`config.mk`:
```
export PLATFORM = sky130hd
export DESIGN_NAME = spf_mean
export DESIGN_NICKNAME = d
export VERILOG_FILES = /design/src/design/spf_pkg.sv /design/src/design/spf_mean.sv
export SDC_FILE = /design/constraint.sdc
export NUM_CORES = 2
export LEC_CHECK = 0
export BUFFER_PORTS_ARGS = -buffer_cell sky130_fd_sc_hd__buf_2
export CELL_PAD_IN_SITES_DETAIL_PLACEMENT = 2
export CELL_PAD_IN_SITES_GLOBAL_PLACEMENT = 2
export CORE_MARGIN = 2
export CORE_UTILIZATION = 47
export DETAILED_ROUTE_END_ITERATION = 7
export PLACE_DENSITY_LB_ADDON = 0.1
export SETUP_SLACK_MARGIN = 0.5
export SYNTH_ARGS = -nofsm -noshare
export SYNTH_HDL_FRONTEND = slang
export SYNTH_SLANG_ARGS = --single-unit
```
`constraint.sdc`:
```
create_clock -name clock -period 14 [get_ports clock]
set_input_delay 0.7 -clock clock [delete_from_list [all_inputs] [get_ports clock]]
set_output_delay 0.7 -clock clock [all_outputs]
set_load 0.01 [all_outputs]
```
`src/design/spf_pkg.sv`:
```
// Shared constants, types and the CORDIC arctangent table of the solar position pipeline.
// Used by every module of the block; depends on nothing.
package spf_pkg;

   localparam int CORDIC_STEPS_DEFAULT = 30;
   localparam int ATAN_COUNT           = 30;

   localparam int MEAN_LAT = 4;
   localparam int FOLD_LAT = 2;
   localparam int COMB_LAT = 4;

   localparam int DAY_W  = 32;
   localparam int DEG_W  = 25;
   localparam int RAW_W  = 27;
   localparam int FOLD_W = 23;
   localparam int ANG_W  = 31;
   localparam int XW     = 33;
   localparam int DIST_W = 17;

   localparam logic [RAW_W-1:0] FIX_CIRCLE  = RAW_W'(360 * 65536);
   localparam logic [RAW_W-1:0] FIX_HALF    = RAW_W'(180 * 65536);
   localparam logic [RAW_W-1:0] FIX_QUARTER = RAW_W'(90 * 65536);

   localparam logic signed [XW-1:0] CORDIC_X0 = XW'(652032874);
   localparam logic [24:0] DEG_TO_Q30 = 25'd18740330;

   typedef struct packed {
      logic                 neg;
      logic signed [XW-1:0] y;
   } lane_out_type;

   function automatic logic [31:0] cordic_atan(input int unsigned i);
      logic [31:0] v;
      case (i)
         0:  v = 32'd843314857;
         1:  v = 32'd497837829;
         2:  v = 32'd263043837;
         3:  v = 32'd133525159;
         4:  v = 32'd67021687;
         5:  v = 32'd33543516;
         6:  v = 32'd16775851;
         7:  v = 32'd8388437;
         8:  v = 32'd4194283;
         9:  v = 32'd2097149;
         10: v = 32'd1048575;
         11: v = 32'd524288;
         12: v = 32'd262144;
         13: v = 32'd131072;
         14: v = 32'd65536;
         15: v = 32'd32768;
         16: v = 32'd16384;
         17: v = 32'd8192;
         18: v = 32'd4096;
         19: v = 32'd2048;
         20: v = 32'd1024;
         21: v = 32'd512;
         22: v = 32'd256;
         23: v = 32'd128;
         24: v = 32'd64;
         25: v = 32'd32;
         26: v = 32'd16;
         27: v = 32'd8;
         28: v = 32'd4;
         29: v = 32'd2;
         default: v = 32'd0;
      endcase
      return v;
   endfunction

endpackage

```
`src/design/spf_mean.sv`:
```
// Mean longitude and mean anomaly: linear in the day count, reduced modulo 360 degrees.
// Four register stages; depends on spf_pkg.
module spf_mean (
   input  logic                              clock,
   input  logic                              advance,
   input  logic signed [spf_pkg::DAY_W-1:0]  day,
   output logic [spf_pkg::DEG_W-1:0]         mean_lon,
   output logic [spf_pkg::DEG_W-1:0]         mean_anom
);

   // Lane 0 is the mean longitude, lane 1 the mean anomaly.
   localparam logic signed [17:0] RATE [2] = '{18'sd64595, 18'sd64592};
   localparam logic signed [33:0] BASE [2] = '{34'sd18380650, 34'sd23431028};

   logic [spf_pkg::DEG_W-1:0] res [2];

   for (genvar k = 0; k < 2; k++) begin : g_lane
      logic signed [49:0] prod_ff;
      logic signed [49:0] prod_in;
      logic signed [33:0] sum_ff;
      logic signed [33:0] sum_in;
      logic [15:0]        qp_ff;
      logic [15:0]        qp_in;
      logic [10:0]        qq_ff;
      logic [10:0]        qq_in;
      logic [18:0]        r_ff;
      logic [18:0]        r_in;
      logic [24:0]        out_ff;
      logic [24:0]        out_in;
      logic [31:0]        recip;
      logic [15:0]        rem;
      logic [15:0]        fix;

      always_comb begin
         prod_in = day * RATE[k];
         sum_in  = $signed(prod_ff[49:16]) + BASE[k];
         // Offset by a multiple of 45 so the quotient from bit 19 up is positive.
         qp_in   = {sum_ff[33], sum_ff[33:19]} + 16'd16425;
         r_in    = sum_ff[18:0];
         recip   = 32'(qp_in) * 32'd46603;
         qq_in   = recip[31:21];
         rem     = qp_ff - 16'(qq_ff) * 16'd45;
         fix     = (rem >= 16'd45) ? rem - 16'd45 : rem;
         out_in  = {fix[5:0], r_ff};
      end

      always_ff @(posedge clock) begin
         if (advance) begin
            prod_ff <= prod_in;
            sum_ff  <= sum_in;
            qp_ff   <= qp_in;
            qq_ff   <= qq_in;
            r_ff    <= r_in;
            out_ff  <= out_in;
         end
      end

      assign res[k] = out_ff;
   end

   assign mean_lon  = res[0];
   assign mean_anom = res[1];

endmodule

```
==> metrics.txt <==
clk_lat worst skew=0.60 ns; Clock Skew=0.0111 ns; Die H=274 um; most common cell after layout, fill and taps aside=inv_1; total wire length=104 mm; P&R area growth vs syn=7.93%; Initial Util=0.476; fillcell total=7400; CTS Buffer Depth=3; EDFF count, synth=276; row count=98; Crit Path Class=reg2reg; CP Data Required Time=14.34 ns; Nets=4377; Synth cell types=60; global-route wire length before repair=162 mm; vias in the first global route=27900; CTS tree=yes; RSZ-0062 raised after global routing=false; Routability Congestion=0.929; syn avg cell area=10.6 um2; hold path start=g_lane[1].sum_ff[13]; Core ar.=71700 um2; number of DRC markers in iteration 0=954; Rel. slew slack=0.259; syn_nets=4262; Synth area leader=fa_1; post-synthesis register bit count=276; Yosys top cell area share=0.277; Fin. Hold Viols=0; period utilization=0.585; final max-slew violation count=0; share of cells above drive strength 1=0.0453; Worst Path Arrival=8.53 ns; predominant post-synthesis flop cell=edfxtp_1; Async S/R FF share, synth=0; DRT Pass-1 Iters=5; GRT overflow=0; DRC errors left=0; initial antenna violation count=0; routed length per instance=24.1 um; startpoint class of the critical path=register; hold_buf cts=0; worst-margin pin slew=1.11 ns; vias per cell=5.27; die area=74800 um2; Via Count=22700; # H-tree levels=1; clk root buf=clkbuf_16; Reg2Reg Capture Point=g_lane[0].qq_ff[10]; total clock sinks=276; final setup TNS=0 ns; synth warn=0; register area share after synthesis=0.243; I/O pin count=84; post-CTS setup buffers=0; CP Capture Type=register; commonest cells after routing, fill and taps aside=1006 x inv_1, 534 x ha_1, 472 x fa_1, 276 x edfxtp_1, 129 x xnor2_1; # resized after CTS=0; die width=274 um; CTS Buf Count=31; final worst path period need=8.18 ns; Synth area leaders=fa_1 28%, edfxtp_1 24%, ha_1 20%; hold crit path type=reg2reg; Post-Synthesis Cells=3222; number of port buffers=83; R2R setup slack=5.82 ns; largest net degree at the start of global routing=87; Detail Route Antenna Nets=0; Mapped Area=34100 um2; Fmax achieved=122 MHz; CP max FO=5; result of the run=complete, no violations; Critical Path End=g_lane[0].qq_ff[10]; GRT Util Overall=0.285; number of setup violations in the final report=0; cells on worst reg2reg path=26; CP Launch Point=g_lane[0].sum_ff[19]; Clk pin slew, worst setup/hold paths=0.07 ns; DP Wirelength=89.1 mm; maxcap violations=0; reg2reg start=g_lane[0].sum_ff[19]
cell usage after synthesis, types with 24 or more instances:
cell type	n
nor2_1	110
nand2_1	87
a21oi_1	97
xnor2_1	129
inv_1	1006
nand4_1	24
fa_1	472
edfxtp_1	276
ha_1	534
nor3_1	29
o21ai_0	59
nand3_1	29
a21o_1	50
xor2_1	84
sequential cells by signal, summed over array words and instances (netlist names):
signal / count
g_lane.sum_ff: 68
g_lane.prod_ff: 66
g_lane.r_ff: 38
g_lane.qp_ff: 32
mean_anom: 25
mean_lon: 25
g_lane.qq_ff: 22
final cells by class:
class | count | area, um2 | share of cell area
multi-input cells | 1932 | 22100 | 0.598
flip-flops and latches | 276 | 8290 | 0.225
inverters | 1006 | 3780 | 0.102
well taps | 950 | 1190 | 0.0323
clock buffers | 34 | 787 | 0.0214
repair buffers | 90 | 478 | 0.0130
clock inverters | 21 | 280 | 0.00760
diodes | 1 | 2.50 | 0.0000679
worst max-delay path, cell delays in order, from the launching register on:
cell and delay, ns:
edfxtp_1 0.50, ha_1 0.28, a21oi_1 0.24, inv_1 0.07, a21oi_1 0.38, nor2_1 0.11
xor2_1 0.34, ha_1 0.36, fa_1 0.57, inv_1 0.07, fa_1 0.52, fa_1 0.56
inv_1 0.06, fa_1 0.54, inv_1 0.06, fa_1 0.54, inv_1 0.05, ha_1 0.30
a21o_1 0.18, a21o_1 0.18, a221o_1 0.37, a22oi_1 0.20, a31oi_1 0.20, a211oi_1 0.58
o21ai_0 0.32, a21oi_1 0.27, xnor2_1 0.10
kinds of logic after synthesis:
family | share of synthesized area
compound gates | 0.0649
xor+xnor | 0.0546
fa+ha+maj | 0.472
buf+inv | 0.111
flops | 0.243
mux | 0.00180
simple gates | 0.0522
stage by stage:
stage                     instances  area (um2)  hold WS (ns)  worst slack, ns   util
after floorplan                3222       34100         0.400             7.00      -
after global placement         4254       35800         0.401             6.41  0.499
after detailed placement       4254       35800         0.405             6.14  0.499
after CTS                      4309       36900         0.422             5.84  0.514
after global routing           4309       36900         0.430             5.39  0.514
final                          4310       36900         0.419             5.82  0.514
worst min-delay path by stage:
stage / depth (start not counted) / slack [ns] / endpoint
floorplan: 0 / 0.40 / g_lane[0].r_ff[0]
global placement: 0 / 0.40 / g_lane[1].r_ff[0]
detailed placement: 0 / 0.41 / g_lane[1].r_ff[8]
CTS: 0 / 0.42 / g_lane[1].r_ff[13]
global route: 0 / 0.43 / mean_lon[13]
finish: 0 / 0.42 / g_lane[1].r_ff[13]
per-layer routing:
metal	vias up	track usage	part of all wire
met2	302	0.554	0.54
met1	11900	0.333	0.41
met5	-	0	0
met4	0	0.0818	0.030
li1	10300	-	-
met3	148	0.0182	0.017
Power is left out: the tool's default activity adds up to more than one toggle a clock period on the data nets, which glitch-free logic cannot reach.
