$ cat src/design/spf_pkg.sv
// Shared constants, types and the CORDIC arctangent table of the solar position pipeline.
// Used by every module of the block; depends on nothing.
package spf_pkg;

   localparam int CORDIC_STEPS_DEFAULT = 30;
   localparam int ATAN_COUNT           = 30;

   localparam int MEAN_LAT = 4;
   localparam int FOLD_LAT = 2;
   localparam int COMB_LAT = 4;

   localparam int DAY_W  = 32;
   localparam int DEG_W  = 25;
   localparam int RAW_W  = 27;
   localparam int FOLD_W = 23;
   localparam int ANG_W  = 31;
   localparam int XW     = 33;
   localparam int DIST_W = 17;

   localparam logic [RAW_W-1:0] FIX_CIRCLE  = RAW_W'(360 * 65536);
   localparam logic [RAW_W-1:0] FIX_HALF    = RAW_W'(180 * 65536);
   localparam logic [RAW_W-1:0] FIX_QUARTER = RAW_W'(90 * 65536);

   localparam logic signed [XW-1:0] CORDIC_X0 = XW'(652032874);
   localparam logic [24:0] DEG_TO_Q30 = 25'd18740330;

   typedef struct packed {
      logic                 neg;
      logic signed [XW-1:0] y;
   } lane_out_type;

   function automatic logic [31:0] cordic_atan(input int unsigned i);
      logic [31:0] v;
      case (i)
         0:  v = 32'd843314857;
         1:  v = 32'd497837829;
         2:  v = 32'd263043837;
         3:  v = 32'd133525159;
         4:  v = 32'd67021687;
         5:  v = 32'd33543516;
         6:  v = 32'd16775851;
         7:  v = 32'd8388437;
         8:  v = 32'd4194283;
         9:  v = 32'd2097149;
         10: v = 32'd1048575;
         11: v = 32'd524288;
         12: v = 32'd262144;
         13: v = 32'd131072;
         14: v = 32'd65536;
         15: v = 32'd32768;
         16: v = 32'd16384;
         17: v = 32'd8192;
         18: v = 32'd4096;
         19: v = 32'd2048;
         20: v = 32'd1024;
         21: v = 32'd512;
         22: v = 32'd256;
         23: v = 32'd128;
         24: v = 32'd64;
         25: v = 32'd32;
         26: v = 32'd16;
         27: v = 32'd8;
         28: v = 32'd4;
         29: v = 32'd2;
         default: v = 32'd0;
      endcase
      return v;
   endfunction

endpackage

$ cat src/design/spf_fold.sv
// Angle preparation for one sine lane: wrap to a circle, fold to the first quadrant, convert to Q30.
// Two register stages; depends on spf_pkg.
module spf_fold (
   input  logic                         clock,
   input  logic                         advance,
   input  logic [spf_pkg::RAW_W-1:0]    deg_raw,
   output logic [spf_pkg::ANG_W-1:0]    ang,
   output logic                         neg
);

   logic [spf_pkg::RAW_W-1:0]  wrapped;
   logic [spf_pkg::RAW_W-1:0]  half_off;
   logic [spf_pkg::RAW_W-1:0]  folded;
   logic                       neg_in;
   logic                       neg_a_ff;
   logic                       neg_b_ff;
   logic [spf_pkg::FOLD_W-1:0] deg_ff;
   logic [spf_pkg::FOLD_W-1:0] deg_in;
   logic [47:0]                prod;
   logic [spf_pkg::ANG_W-1:0]  ang_ff;
   logic [spf_pkg::ANG_W-1:0]  ang_in;

   always_comb begin
      if (deg_raw >= (spf_pkg::FIX_CIRCLE << 1)) begin
         wrapped = deg_raw - (spf_pkg::FIX_CIRCLE << 1);
      end else if (deg_raw >= spf_pkg::FIX_CIRCLE) begin
         wrapped = deg_raw - spf_pkg::FIX_CIRCLE;
      end else begin
         wrapped = deg_raw;
      end
      neg_in   = wrapped > spf_pkg::FIX_HALF;
      half_off = neg_in ? wrapped - spf_pkg::FIX_HALF : wrapped;
      folded   = (half_off > spf_pkg::FIX_QUARTER) ? spf_pkg::FIX_HALF - half_off : half_off;
      deg_in   = folded[spf_pkg::FOLD_W-1:0];
      prod     = 48'(deg_ff) * 48'(spf_pkg::DEG_TO_Q30);
      ang_in   = prod[46:16];
   end

   always_ff @(posedge clock) begin
      if (advance) begin
         deg_ff   <= deg_in;
         neg_a_ff <= neg_in;
         ang_ff   <= ang_in;
         neg_b_ff <= neg_a_ff;
      end
   end

   assign ang = ang_ff;
   assign neg = neg_b_ff;

endmodule

$ cat config.mk
export PLATFORM = sky130hd
export DESIGN_NAME = spf_fold
export DESIGN_NICKNAME = d
export VERILOG_FILES = /design/src/design/spf_pkg.sv /design/src/design/spf_fold.sv
export SDC_FILE = /design/constraint.sdc
export NUM_CORES = 1
export LEC_CHECK = 0
export BUFFER_PORTS_ARGS = -buffer_cell sky130_fd_sc_hd__clkbuf_2
export CAP_MARGIN = 20
export CORE_MARGIN = 1.5
export CORE_UTILIZATION = 31
export DETAILED_ROUTE_END_ITERATION = 8
export PLACE_DENSITY = 0.49
export SYNTH_ARGS = -nofsm -noshare
export SYNTH_HDL_FRONTEND = slang
export SYNTH_SLANG_ARGS = --single-unit
$ cat constraint.sdc
create_clock -name clock -period 9 [get_ports clock]
set_input_delay 0.9 -clock clock [delete_from_list [all_inputs] [get_ports clock]]
set_output_delay 0.9 -clock clock [all_outputs]
set_load 0.01 [all_outputs]
==> metrics.md <==
| Metric | Value |
|---|---|
| Status | `finished, final reports clean` |
| Final instance area | `0.0136 mm^2` |
| PortBufs | `60` |
| RR Startpoint | `deg_ff[5]` |
| Number of synthesized flops with an enable pin | `56` |
| CP Class | `reg2reg` |
| Sequential area share after synthesis | `13.5%` |
| Max transition margin | `45.8%` |
| Tmin final | `7.67 ns` |
| Dpl cells | `1769` |
| Residual DRC | `0` |
| Die H | `204 um` |
| Number of diodes | `0` |
| Hold Crit Depth | `0` |
| Clk root buf | `clkbuf_16` |
| Clk Latency, worst-skew pair | `0.32 ns` |
| Total global-route track usage | `15.2%` |
| Max-Cap Viols | `0` |
| Htree depth | `2` |
| Area Overhead vs Synth | `8.62%` |
| # resized after CTS | `0` |
| I/O pins | `61` |
| Largest net degree at the start of global routing | `57` |
| Vias/cell | `4.58` |
| Post-CTS setup buffer count | `0` |
| Post-synth net total | `1656` |
| Hold endpoint | `neg` |
| Syn Inst Count | `1191` |
| Hold Path Class | `reg2reg` |
| Iter 0 DRT Violations | `362` |
| R2R Path End | `ang[30]` |
| Final setup TNS | `0 ns` |
| Yosys Warn Count | `0` |
| R2R setup slack | `1.33 ns` |
| Syn_area_per_cell | `10.5 um^2` |
| FF+latch count, synth | `56` |
| TritonCTS buffer count | `5` |
| Clock buffer depth | `2` |
| First-pass GRT wire length | `48500 um` |
| Crit path capture type | `flop` |
| Max-slew violations | `0` |
| Fillers | `4067` |
| Worst Reg-to-Reg Cells | `24` |
| Worst path required time | `9.08 ns` |
| Flip-flop and latch area | `0.00168 mm^2` |
| Area of the mapped netlist | `0.0125 mm^2` |
| Detailed Route WL | `29900 um` |
| Final hold violation count | `0` |
| Critical Path AT | `7.75 ns` |
| DR vias | `8138` |
| Core area | `0.0397 mm^2` |
| Vias in the first global route | `8856` |
| Fmax | `130 MHz` |
| Worst Tran Pin Value | `0.806 ns` |
| Final nets | `1716` |
| RSZ-0062 raised after global routing | `false` |
| Post-Layout Cell Count | `1777` |
| Die ar. | `0.0415 mm^2` |
| CTS clock-pin slew for the worst setup and hold paths | `0.08 ns` |
| Initial antenna violation count | `0` |
| DP Area | `0.0134 mm^2` |
| Post-synth top flop | `edfxtp_1` |
| Clock sink count | `56` |
| DR pass1 iterations | `4` |
| DIE WIDTH | `204 um` |
| CP max FO | `6` |
| CP startpoint kind | `flop` |
| Clk_skew | `0.00816 ns` |
| GRT overflow | `0` |
| Synth async-reset ratio | `0%` |
| Post-CTS Hold Buffers | `0` |
| Starting Density | `31.4%` |
| CTS tree | `done` |
| Netlist cell types | `84` |
| # rows | `73` |
| HPWL after DPL | `26500 um` |
| Fraction of layout cells with a size suffix above 1 | `9.82%` |
| Routability Congestion | `0.879` |
| Setup-failing EPs final | `0` |
| Post-route ant nets | `0` |
| Multi-input combinational cell area | `0.00946 mm^2` |
| Tcrit/Tclk final | `85.2%` |
| WL per Instance | `16.8 um` |
| Crit path from | `deg_ff[5]` |
| HP Start | `neg_a_ff` |
cell type report:
cell class	count	area share [%]
Multi-Input combinational cell	786	69.8
Sequential cell	56	12.4
Inverter	340	9.41
Tap cell	525	4.84
Timing Repair Buffer	62	2.33
Clock buffer	5	0.923
Clock inverter	3	0.341
cell families (layout without fill, tap and decap cells):
logic type	count (synthesis)	in the layout	synth area share [%]
adders and majority gates	436	436	56.0
buffers and inverters	349	410	10.8
and+or+nand+nor	149	149	6.91
AOI/OAI and AO/OA	148	148	8.96
DFF	56	56	13.5
xor gates and xnor gates	49	49	3.44
muxes	4	4	0.441
through the flow:
step	utilization (%)	hold slack [ns]	worst slack (ns)
6_report	34.1	0.444	1.33
5_1_grt	34.1	0.474	0.821
4_1_cts	34.1	0.448	1.33
3_5_place_dp	33.7	0.426	1.33
3_3_place_gp	33.7	0.414	1.49
2_1_floorplan	-	0.400	2.31
worst max-delay path by stage:
stage                         end  slack (ns)  depth (start not counted)
after floorplan           ang[30]        2.31                         22
after global placement    ang[30]        1.49                         22
after detailed placement  ang[30]        1.33                         24
after CTS                 ang[30]        1.33                         24
after global routing      ang[30]        0.82                         24
final                     ang[30]        1.33                         24
cells in the final DEF, fill, tap and decap left out, types with 3 or more instances in the layout:
cell type  count
o41ai_1        3
o31ai_1        4
nand2b_1       5
clkbuf_16      5
o21bai_1       3
inv_1        340
and2_1         3
nand4_1        8
nand2_1       18
or3_1          6
o211ai_1       9
or2_2          6
a21o_2         4
nor4_1         5
ha_1         231
o21a_1         7
clkbuf_2      60
edfxtp_1      56
xnor2_1       24
nor2_1        32
xor2_1        25
fa_1         205
a21oi_2       13
a21o_1        14
a31oi_1        8
nand3_1       11
nor2b_1        8
and3_1         5
a21oi_1       29
o21ai_0       12
nor3_1        17
a21boi_0       5
critical path, cell delays in order, from the launching register on:
cell and delay, ns:
edfxtp_1 0.53, inv_1 0.11, fa_1 0.63, inv_1 0.11, ha_1 0.29, inv_1 0.05
fa_1 0.52, inv_1 0.05, fa_1 0.52, fa_1 0.44, fa_1 0.55, inv_1 0.05
fa_1 0.53, inv_1 0.04, ha_1 0.34, and3_1 0.24, a221o_1 0.33, a21o_1 0.22
o2111ai_1 0.36, a21oi_1 0.22, o31ai_1 0.58, a31oi_1 0.22, a21oi_1 0.27, o21ba_2 0.17
xnor2_1 0.06
synthesized netlist by cell type, types with 4 or more instances:
cell type / count / area (um^2)
a21boi_0: 5 / 37.5
a21o_1: 14 / 105
a21o_2: 4 / 35.0
a21oi_1: 29 / 145
a21oi_2: 13 / 114
a31oi_1: 8 / 50.1
and3_1: 5 / 31.3
edfxtp_1: 56 / 1680
fa_1: 205 / 4100
ha_1: 231 / 2890
inv_1: 340 / 1280
nand2_1: 18 / 67.6
nand2b_1: 5 / 31.3
nand3_1: 11 / 55.1
nand4_1: 8 / 50.1
nor2_1: 32 / 120
nor2b_1: 8 / 50.1
nor3_1: 17 / 85.1
nor4_1: 5 / 31.3
o211ai_1: 9 / 67.6
o21a_1: 7 / 52.6
o21ai_0: 12 / 60.1
o31ai_1: 4 / 30.0
or2_2: 6 / 37.5
or3_1: 6 / 37.5
xnor2_1: 24 / 210
xor2_1: 25 / 219
routing by layer:
metal / part of all wire, % / track usage [%] / vias to the layer above / wire length [um]
met5: 0 / 0 / - / 0
met4: 1.0 / 2.70 / 0 / 310
met3: 4.2 / 1.90 / 13 / 1250
met2: 46 / 25.2 / 145 / 13800
met1: 49 / 21.4 / 4009 / 14500
li1: - / - / 3971 / -
flip-flops by register name, summed over array words and instances (netlist names):
register / cells
ang: 31
neg_a_ff: 1
neg: 1
deg_ff: 23
Power is left out: the tool's default activity adds up to more than one toggle a clock period on the data nets, which glitch-free logic cannot reach.
