--- src/design/spf_pkg.sv ---
// Shared constants, types and the CORDIC arctangent table of the solar position pipeline.
// Used by every module of the block; depends on nothing.
package spf_pkg;

   localparam int CORDIC_STEPS_DEFAULT = 30;
   localparam int ATAN_COUNT           = 30;

   localparam int MEAN_LAT = 4;
   localparam int FOLD_LAT = 2;
   localparam int COMB_LAT = 4;

   localparam int DAY_W  = 32;
   localparam int DEG_W  = 25;
   localparam int RAW_W  = 27;
   localparam int FOLD_W = 23;
   localparam int ANG_W  = 31;
   localparam int XW     = 33;
   localparam int DIST_W = 17;

   localparam logic [RAW_W-1:0] FIX_CIRCLE  = RAW_W'(360 * 65536);
   localparam logic [RAW_W-1:0] FIX_HALF    = RAW_W'(180 * 65536);
   localparam logic [RAW_W-1:0] FIX_QUARTER = RAW_W'(90 * 65536);

   localparam logic signed [XW-1:0] CORDIC_X0 = XW'(652032874);
   localparam logic [24:0] DEG_TO_Q30 = 25'd18740330;

   typedef struct packed {
      logic                 neg;
      logic signed [XW-1:0] y;
   } lane_out_type;

   function automatic logic [31:0] cordic_atan(input int unsigned i);
      logic [31:0] v;
      case (i)
         0:  v = 32'd843314857;
         1:  v = 32'd497837829;
         2:  v = 32'd263043837;
         3:  v = 32'd133525159;
         4:  v = 32'd67021687;
         5:  v = 32'd33543516;
         6:  v = 32'd16775851;
         7:  v = 32'd8388437;
         8:  v = 32'd4194283;
         9:  v = 32'd2097149;
         10: v = 32'd1048575;
         11: v = 32'd524288;
         12: v = 32'd262144;
         13: v = 32'd131072;
         14: v = 32'd65536;
         15: v = 32'd32768;
         16: v = 32'd16384;
         17: v = 32'd8192;
         18: v = 32'd4096;
         19: v = 32'd2048;
         20: v = 32'd1024;
         21: v = 32'd512;
         22: v = 32'd256;
         23: v = 32'd128;
         24: v = 32'd64;
         25: v = 32'd32;
         26: v = 32'd16;
         27: v = 32'd8;
         28: v = 32'd4;
         29: v = 32'd2;
         default: v = 32'd0;
      endcase
      return v;
   endfunction

endpackage

--- src/design/spf_combine.sv ---
// Harmonic sums: applies sine signs, scales by the series coefficients, adds and wraps.
// Four register stages, the last one being the output register; depends on spf_pkg.
module spf_combine (
   input  logic                          clock,
   input  logic                          advance,
   input  logic [spf_pkg::DEG_W-1:0]     mean_lon,
   input  spf_pkg::lane_out_type         lane [5],
   output logic [spf_pkg::DEG_W-1:0]     sun_longitude,
   output logic [spf_pkg::DIST_W-1:0]    sun_distance
);

   // Lanes: sin g, sin 2g, sin 3g, cos g, cos 2g.
   localparam logic signed [17:0] COEF [5] =
      '{18'sd125475, 18'sd1310, 18'sd19, 18'sd1095, 18'sd9};

   logic signed [18:0] s_ff [5];
   logic signed [36:0] p_ff [5];
   logic signed [20:0] t    [5];
   logic [spf_pkg::DEG_W-1:0] l1_ff;
   logic [spf_pkg::DEG_W-1:0] l2_ff;
   logic signed [26:0] lon_ff;
   logic signed [26:0] lon_in;
   logic signed [17:0] dist_ff;
   logic signed [17:0] dist_in;
   logic [spf_pkg::DEG_W-1:0]  lon_out_ff;
   logic [spf_pkg::DEG_W-1:0]  lon_out_in;
   logic [spf_pkg::DIST_W-1:0] dist_out_ff;

   for (genvar k = 0; k < 5; k++) begin : g_term
      logic signed [spf_pkg::XW-1:0] ys;
      assign ys = lane[k].neg ? -lane[k].y : lane[k].y;
      assign t[k] = p_ff[k][36:16];
      always_ff @(posedge clock) begin
         if (advance) begin
            s_ff[k] <= ys[spf_pkg::XW-1:14];
            p_ff[k] <= s_ff[k] * COEF[k];
         end
      end
   end

   always_comb begin
      lon_in = $signed({2'b00, l2_ff}) + 27'(t[0]) + 27'(t[1]) + 27'(t[2]);
      dist_in = 18'sd65545 - 18'(t[3]) - 18'(t[4]);
      if (lon_ff[26]) begin
         lon_out_in = spf_pkg::DEG_W'(lon_ff + $signed({1'b0, spf_pkg::FIX_CIRCLE}));
      end else if (lon_ff >= $signed({1'b0, spf_pkg::FIX_CIRCLE})) begin
         lon_out_in = spf_pkg::DEG_W'(lon_ff - $signed({1'b0, spf_pkg::FIX_CIRCLE}));
      end else begin
         lon_out_in = lon_ff[spf_pkg::DEG_W-1:0];
      end
   end

   always_ff @(posedge clock) begin
      if (advance) begin
         l1_ff       <= mean_lon;
         l2_ff       <= l1_ff;
         lon_ff      <= lon_in;
         dist_ff     <= dist_in;
         lon_out_ff  <= lon_out_in;
         dist_out_ff <= dist_ff[spf_pkg::DIST_W-1:0];
      end
   end

   assign sun_longitude = lon_out_ff;
   assign sun_distance  = dist_out_ff;

endmodule

--- config.mk ---
export PLATFORM = sky130hd
export DESIGN_NAME = spf_combine
export DESIGN_NICKNAME = d
export VERILOG_FILES = /design/src/design/spf_pkg.sv /design/src/design/spf_combine.sv
export SDC_FILE = /design/constraint.sdc
export NUM_CORES = 1
export LEC_CHECK = 0
export BUFFER_PORTS_ARGS = -buffer_cell sky130_fd_sc_hd__buf_2
export CORE_ASPECT_RATIO = 1.4
export CORE_UTILIZATION = 45
export CTS_CLUSTER_SIZE = 28
export DETAILED_ROUTE_END_ITERATION = 8
export PLACE_DENSITY_LB_ADDON = 0.2
export SLEW_MARGIN = 10
export SYNTH_ARGS = -nofsm -noshare
export SYNTH_HDL_FRONTEND = slang
export SYNTH_SLANG_ARGS = --single-unit
export TNS_END_PERCENT = 100
--- constraint.sdc ---
create_clock -name clock -period 17.72 [get_ports clock]
set_clock_uncertainty 0.05 [all_clocks]
set_input_delay 0 -clock clock [delete_from_list [all_inputs] [get_ports clock]]
set_output_delay 0 -clock clock [all_outputs]
set_load 0.01 [all_outputs]
==> results.ini, run 1 <==
[setup_path]
worstSetupEndpointType=flip-flop
critPathBufInv=4
required_ns=18.13
crit_type=reg2reg
crit_chain=ha_1 > inv_1 > fa_1 > inv_1 > fa_1 > fa_1 > fa_1 > inv_1 > fa_1 > inv_1 > ha_1 > nand2_1 > o21ai_0 > a2111oi_1 > o21bai_1 > a31o_2 > a2111oi_0 > nand3b_1
cp_top_family=adder cells
worstPathArrival_ns=7.12
critPathMaxFanout=6
critPathSlowestCell=a2111oi_1
worst_path_most_repeated_cell=fa_1
max_stage_delay_ns=0.94
critPathLaunchType=flip-flop
reg2reg_slack_ns=11.01

[cts]
clock_latency_ns=0.60
path_clk_slew_ns=0.07
cts_inserted_buffers=31
cts_tree=done
cts_max_path_buffers=3
root_buffer=clkbuf_16
cts_sinks=299
htree_levels=1
cts_setup_buffers=0

[floorplanning]
die_h_um=302.1
die_x_um=216.4
initial_core_util=0.4566
rows=109
io_pins=239
coreArea_mm2=0.06342
die_area_mm2=0.06537

[global_route]
grt_pass1_wl_um=99690
gr-total-overflow=0
antenna_found_initial=0
grt_max_degree=97
grt_pass1_vias=20721
grt_usage=0.1902

[placed_design]
place_area_mm2=0.03118
dp_hpwl_um=50100
routabilityCongestion=0.8601
port_buffers=238

[yosys]
synth-xor-area-share=0.06383
synth_top_family_by_area=adder cells
muxShareOfSynthArea=0
synth_cell_type_count=65
synth_fa_ha_area_frac=0.4252
synth_area_leader_cell=edfxtp_1
syn_avg_cell_area_um2=11.65
synth-simple-area-share=0.05799
synth_compound_area_frac=0.07446
ys.flop_type=edfxtp_1
netlist_area_mm2=0.02895
synth_async_sr_flop_share=0
syn_inst=2485
ys_warn_count=0
netlist.area_leader.share=0.3101
seq_area_frac_synth=0.3101
syn-num-nets=3480
synth_seq_cells=299
synth.area.top_cells=edfxtp_1 31%, ha_1 21%, fa_1 21%
synth_edf_count=299

[timing]
fin_crit_sh=0.3785
fin_crit_ns=6.707
tns_ns=0
rsz0062_at_grt=false
slew_headroom=0.3206
slew_violations=0
final_hold_viol_count=0
tightest_slew_ns=1.016
finalSetupViolCount=0
max_clock_freq_mhz=149.1

[outcome]
outcome=completed

[job]
maxCapViolations=0

[finish]
seqCellArea_mm2=0.008979
fin_nets=3957
nFillCells=5504
diodes=0
drive_above_1_share=0.1109
area_growth_pct=19.02
multi_input_area_mm2=0.01800
fin_area_mm2=0.03446

[detailed_routing]
firstDrtPassIters=5
drtAntennaViolNets=0
drcViolationCount=0
avgViaCountPerCell=4.985
drtIter0Drc=631
wl_um=60120
wl_per_cell_um=15.75
num_vias=19026

[worst_hold_path]
hold_class=in2reg

## synthesized netlist by cell type, types with 5 or more instances
cell and instances:
nand4_1 13, o41ai_1 6, nand2b_1 13, or3_1 15, a21oi_1 66, a31o_2 5
o211ai_1 10, nor2b_1 8, xor2_1 46, fa_1 306, edfxtp_1 299, o21a_1 13
nor2_1 62, o21ai_0 88, and2_1 10, a21o_1 34, a211oi_1 8, inv_1 512
or2_2 22, or4_1 11, nand2_1 84, o21bai_1 13, and4_1 7, nor3_1 20
nor4_1 24, a31oi_1 11, clkbuf_1 13, o31ai_1 21, nand3_1 11, ha_1 492
a21boi_0 6, or4_4 6, xnor2_1 165
## placed cells by master, fill, tap and decap left out, types with 7 or more instances in the layout
cell	n
inv_1	512
ha_1	492
fa_1	306
edfxtp_1	299
buf_2	237
dlygate4sd3_1	216
xnor2_1	165
o21ai_0	88
nand2_1	84
a21oi_1	66
nor2_1	62
xor2_1	46
a21o_1	34
clkbuf_16	31
nor4_1	24
or2_2	22
o31ai_1	21
nor3_1	20
or3_1	15
o21bai_1	13
o21a_1	13
nand2b_1	13
nand4_1	13
nand3_1	11
or4_1	11
a31oi_1	11
o211ai_1	10
and2_1	10
nor2b_1	8
a211oi_1	8
bufinv_16	8
and4_1	7
## metal layers
layer | track usage | wire (µm) | vias to the layer above | part of all wire
met5 | 0 | 0 | - | 0
met4 | 0.06103 | 1858 | 0 | 0.031
met3 | 0.01810 | 1417 | 102 | 0.024
met2 | 0.4013 | 34840 | 266 | 0.58
met1 | 0.1887 | 22010 | 9284 | 0.37
li1 | - | - | 9374 | -
## state kept, by name, indices dropped and copies added (netlist names)
signal	count
l2_ff	25
p_ff	68
s_ff	95
dist_ff	17
sun_distance	17
lon_ff	27
l1_ff	25
sun_longitude	25
## area by class of cell
class,instances,area share
clock inverter,22,0.009731
tap,832,0.03021
timing repair buffer,459,0.09869
sequential,299,0.2605
multi-input combinational,1659,0.5222
clock buffer,34,0.02284
inverter,512,0.05577
## metrics by stage
stage	hold WS [ns]	cells	util	setup WS [ns]
floorplan	0.04887	2485	-	11.82
global placement	0.1268	3545	0.4916	10.72
detailed placement	0.1286	3545	0.4916	10.95
CTS	0.02510	3817	0.5434	10.92
global route	0.04531	3817	0.5434	10.66
finish	0.06201	3817	0.5434	11.01
## worst paths after layout
check	start	cells after the start	end
min reg2reg	l1_ff[16]$_DFFE_PP_	0	l2_ff[16]$_DFFE_PP_
max reg2reg	s_ff[0][2]$_DFFE_PP_	18	p_ff[0][28]$_DFFE_PP_
min	mean_lon[3]	2	l1_ff[3]$_DFFE_PP_
max	s_ff[0][2]$_DFFE_PP_	18	p_ff[0][28]$_DFFE_PP_
## cells by family after synthesis
kind of cell,count (synthesis)
adders and majority gates,801
buffers and inverters,527
AOI/OAI and AO/OA,328
and+or+nand+nor,319
DFF,299
xor gates and xnor gates,211
## what timing repair did
action,in CTS,in global routing
endpoints found under the hold margin,213,0
resized for setup,0,0
hold buffers,216,0
Power of run 1 is left out: the tool's default activity adds up to more than one toggle a clock period on the data nets, which glitch-free logic cannot reach.
==> run 2, diff against run 1 <==
clock period = 6.1 ns   (was 17.72 ns; I/O delays follow)
==> run 2 against run 1 <==
  * First-iteration DRC count grew 12%
  * Flip-flop and latch count stayed put
  * Critical endpoint is now p_ff[0][34]$_DFFE_PP_
  * Cell area rose by 0.75%
  * Critical path type unchanged
  * Core utilization grew 0.41 points
==> results.ini, run 2 (synthesis results as in run 1) <==
[outcome]
outcome=completed

[floorplanning]
die_area_mm2=0.06537  ; unchanged
coreArea_mm2=0.06342  ; unchanged
die_h_um=302.1  ; unchanged
initial_core_util=0.4566  ; unchanged
die_x_um=216.4  ; unchanged
io_pins=239  ; unchanged
rows=109  ; unchanged

[setup_path]
r2r_cells=19  ; +1
critPathLaunchType=flip-flop
crit_type=reg2reg
worst_r2r_startpoint=s_ff[0][10]$_DFFE_PP_
critPathMaxFanout=6  ; unchanged
reg2reg_slack_ns=0.23  ; -10.78 ns
critPathSlowestCell=fa_1
crit_chain=ha_1 > xor2_1 > ha_1 > or2_2 > fa_1 > fa_1 > fa_1 > inv_1 > fa_1 > inv_1 > ha_1 > nand2_1 > o21ai_0 > a21o_1 > a211oi_4 > o21ai_2 > or3_1 > a21oi_2 > xnor2_1
crit_start=s_ff[0][10]$_DFFE_PP_
required_ns=6.35  ; -11.78 ns
worst_path_most_repeated_cell=fa_1
endpoint=p_ff[0][34]$_DFFE_PP_
max_stage_delay_ns=0.54  ; -0.40 ns
worstSetupEndpointType=flip-flop
worstPathArrival_ns=6.12  ; -1.00 ns
rr_endpoint=p_ff[0][34]$_DFFE_PP_

[cts]
path_clk_slew_ns=0.06  ; about the same
htree_levels=2  ; +1
cts_sinks=299  ; unchanged
clock_latency_ns=0.55  ; -0.05 ns
root_buffer=clkbuf_16
cts_tree=done
cts_max_path_buffers=3  ; unchanged
cts_inserted_buffers=34  ; +9.7%

[finish]
fin_cells=3846  ; +0.76%
fin_area_mm2=0.03472  ; +0.75%
area_growth_pct=19.91
drive_above_1_share=0.1221  ; +0.01121
mostFrequentLayoutCells=512 x inv_1, 487 x ha_1, 306 x fa_1
layout_commonest_cell=inv_1
fin_nets=3986  ; +0.73%
diodes=0  ; unchanged
regMostFlops=s_ff
nFillCells=5470  ; -0.62%
reg_top3=s_ff: 95 flops, p_ff: 68 flops, lon_ff: 27 flops
largest_reg_flops=95  ; unchanged

[detailed_routing]
drtAntennaViolNets=0  ; unchanged
wl_per_cell_um=16.05  ; +1.9%
avgViaCountPerCell=5.008  ; +0.47%
firstDrtPassIters=5  ; unchanged
wl_um=61710  ; +2.6%
num_vias=19260  ; +1.2%
drtIter0Drc=708  ; +12%
drcViolationCount=0  ; unchanged

[placed_design]
place_area_mm2=0.03129  ; +0.37%
dp.cells=3559  ; +0.39%
routabilityCongestion=0.8910  ; +3.6%
dp_hpwl_um=51030  ; +1.8%
port_buffers=238  ; unchanged

[global_route]
grt_pass1_vias=21014  ; +1.4%
antenna_found_initial=0  ; unchanged
grt_max_degree=131  ; +35%
grt_usage=0.1934  ; +0.003234
gr-total-overflow=0  ; unchanged
grt_pass1_wl_um=100200  ; +0.52%

[timing]
tightest_slew_ns=0.8941  ; -0.1223 ns
slew_headroom=0.4039  ; +0.08327
max_clock_freq_mhz=170.4  ; +14%
final_hold_viol_count=0  ; unchanged
fin_crit_ns=5.867  ; -0.8396 ns
fin_crit_sh=0.9618  ; +0.5833
slew_violations=0  ; unchanged
hold_ws_ns=0.03729  ; -0.02472 ns
finalSetupViolCount=0  ; unchanged

[worst_hold_path]
hold_class=in2reg

[job]
maxCapViolations=0  ; unchanged

## run 2: final cells by class
type | count | area [µm²] | area share
clock buffers | 41 | 898.4 | 0.02588
clock inverters | 18 | 195.2 | 0.005622
inverters | 512 | 1922 | 0.05536
multi-input cells | 1659 | 18090 | 0.5210
flip-flops and latches | 299 | 8979 | 0.2586
well taps | 832 | 1041 | 0.02998
repair buffers | 485 | 3596 | 0.1036
## run 2: worst min-delay path by stage
| stage | startpoint | to | slack [ns] | cells after the start |
|---|---|---|---|---|
| finish | lane[169] | s_ff[0][1]$_DFFE_PP_ | 0.04 | 3 |
| global placement | mean_lon[24] | l1_ff[24]$_DFFE_PP_ | 0.13 | 1 |
| global route | lane[169] | s_ff[0][4]$_DFFE_PP_ | 0.04 | 3 |
| CTS | lane[169] | s_ff[0][6]$_DFFE_PP_ | 0.005 | 3 |
| floorplan | mean_lon[0] | l1_ff[0]$_DFFE_PP_ | 0.05 | 0 |
| detailed placement | mean_lon[0] | l1_ff[0]$_DFFE_PP_ | 0.13 | 1 |
## run 2: critical path, delay by kind of cell (launching register included)
| kind | cells | cell delay [ns] |
|---|---|---|
| buffers and inverters | 2 | 0.10 |
| AO/OA/AOI/OAI | 5 | 0.88 |
| AND/OR/NAND/NOR | 3 | 0.78 |
| adder cells (fa/ha/maj) | 7 | 3.05 |
| XOR/XNOR | 2 | 0.27 |
| flip-flops | 1 | 0.48 |
## run 2: repair_timing
item                                    in CTS  in global routing
gates resized for setup                      1                 17
hold endpoints to repair                   217                  0
endpoints found under the setup margin       3                  9
hold buffers                               211                  0
buffers inserted                             0                 17
pin swaps                                    0                  5
## run 2: metrics by stage
stage,utilization,TNS [ns],setup WS [ns]
2_1_floorplan,-,0,0.2014
3_3_place_gp,0.4934,0,0.02843
3_5_place_dp,0.4934,-0.1079,-0.05523
4_1_cts,0.5441,0,0.07108
5_1_grt,0.5475,-0.04044,-0.03013
6_report,0.5475,0,0.2329
## run 2: metal layers
layer  up-vias  GRT usage  share of wire
met5         -          0              0
met4         0    0.08115          0.040
met3       121    0.02061          0.022
met2       305     0.4020           0.58
met1      9396     0.1882           0.36
li1       9438          -              -
Power of run 2 is left out for the same reason.
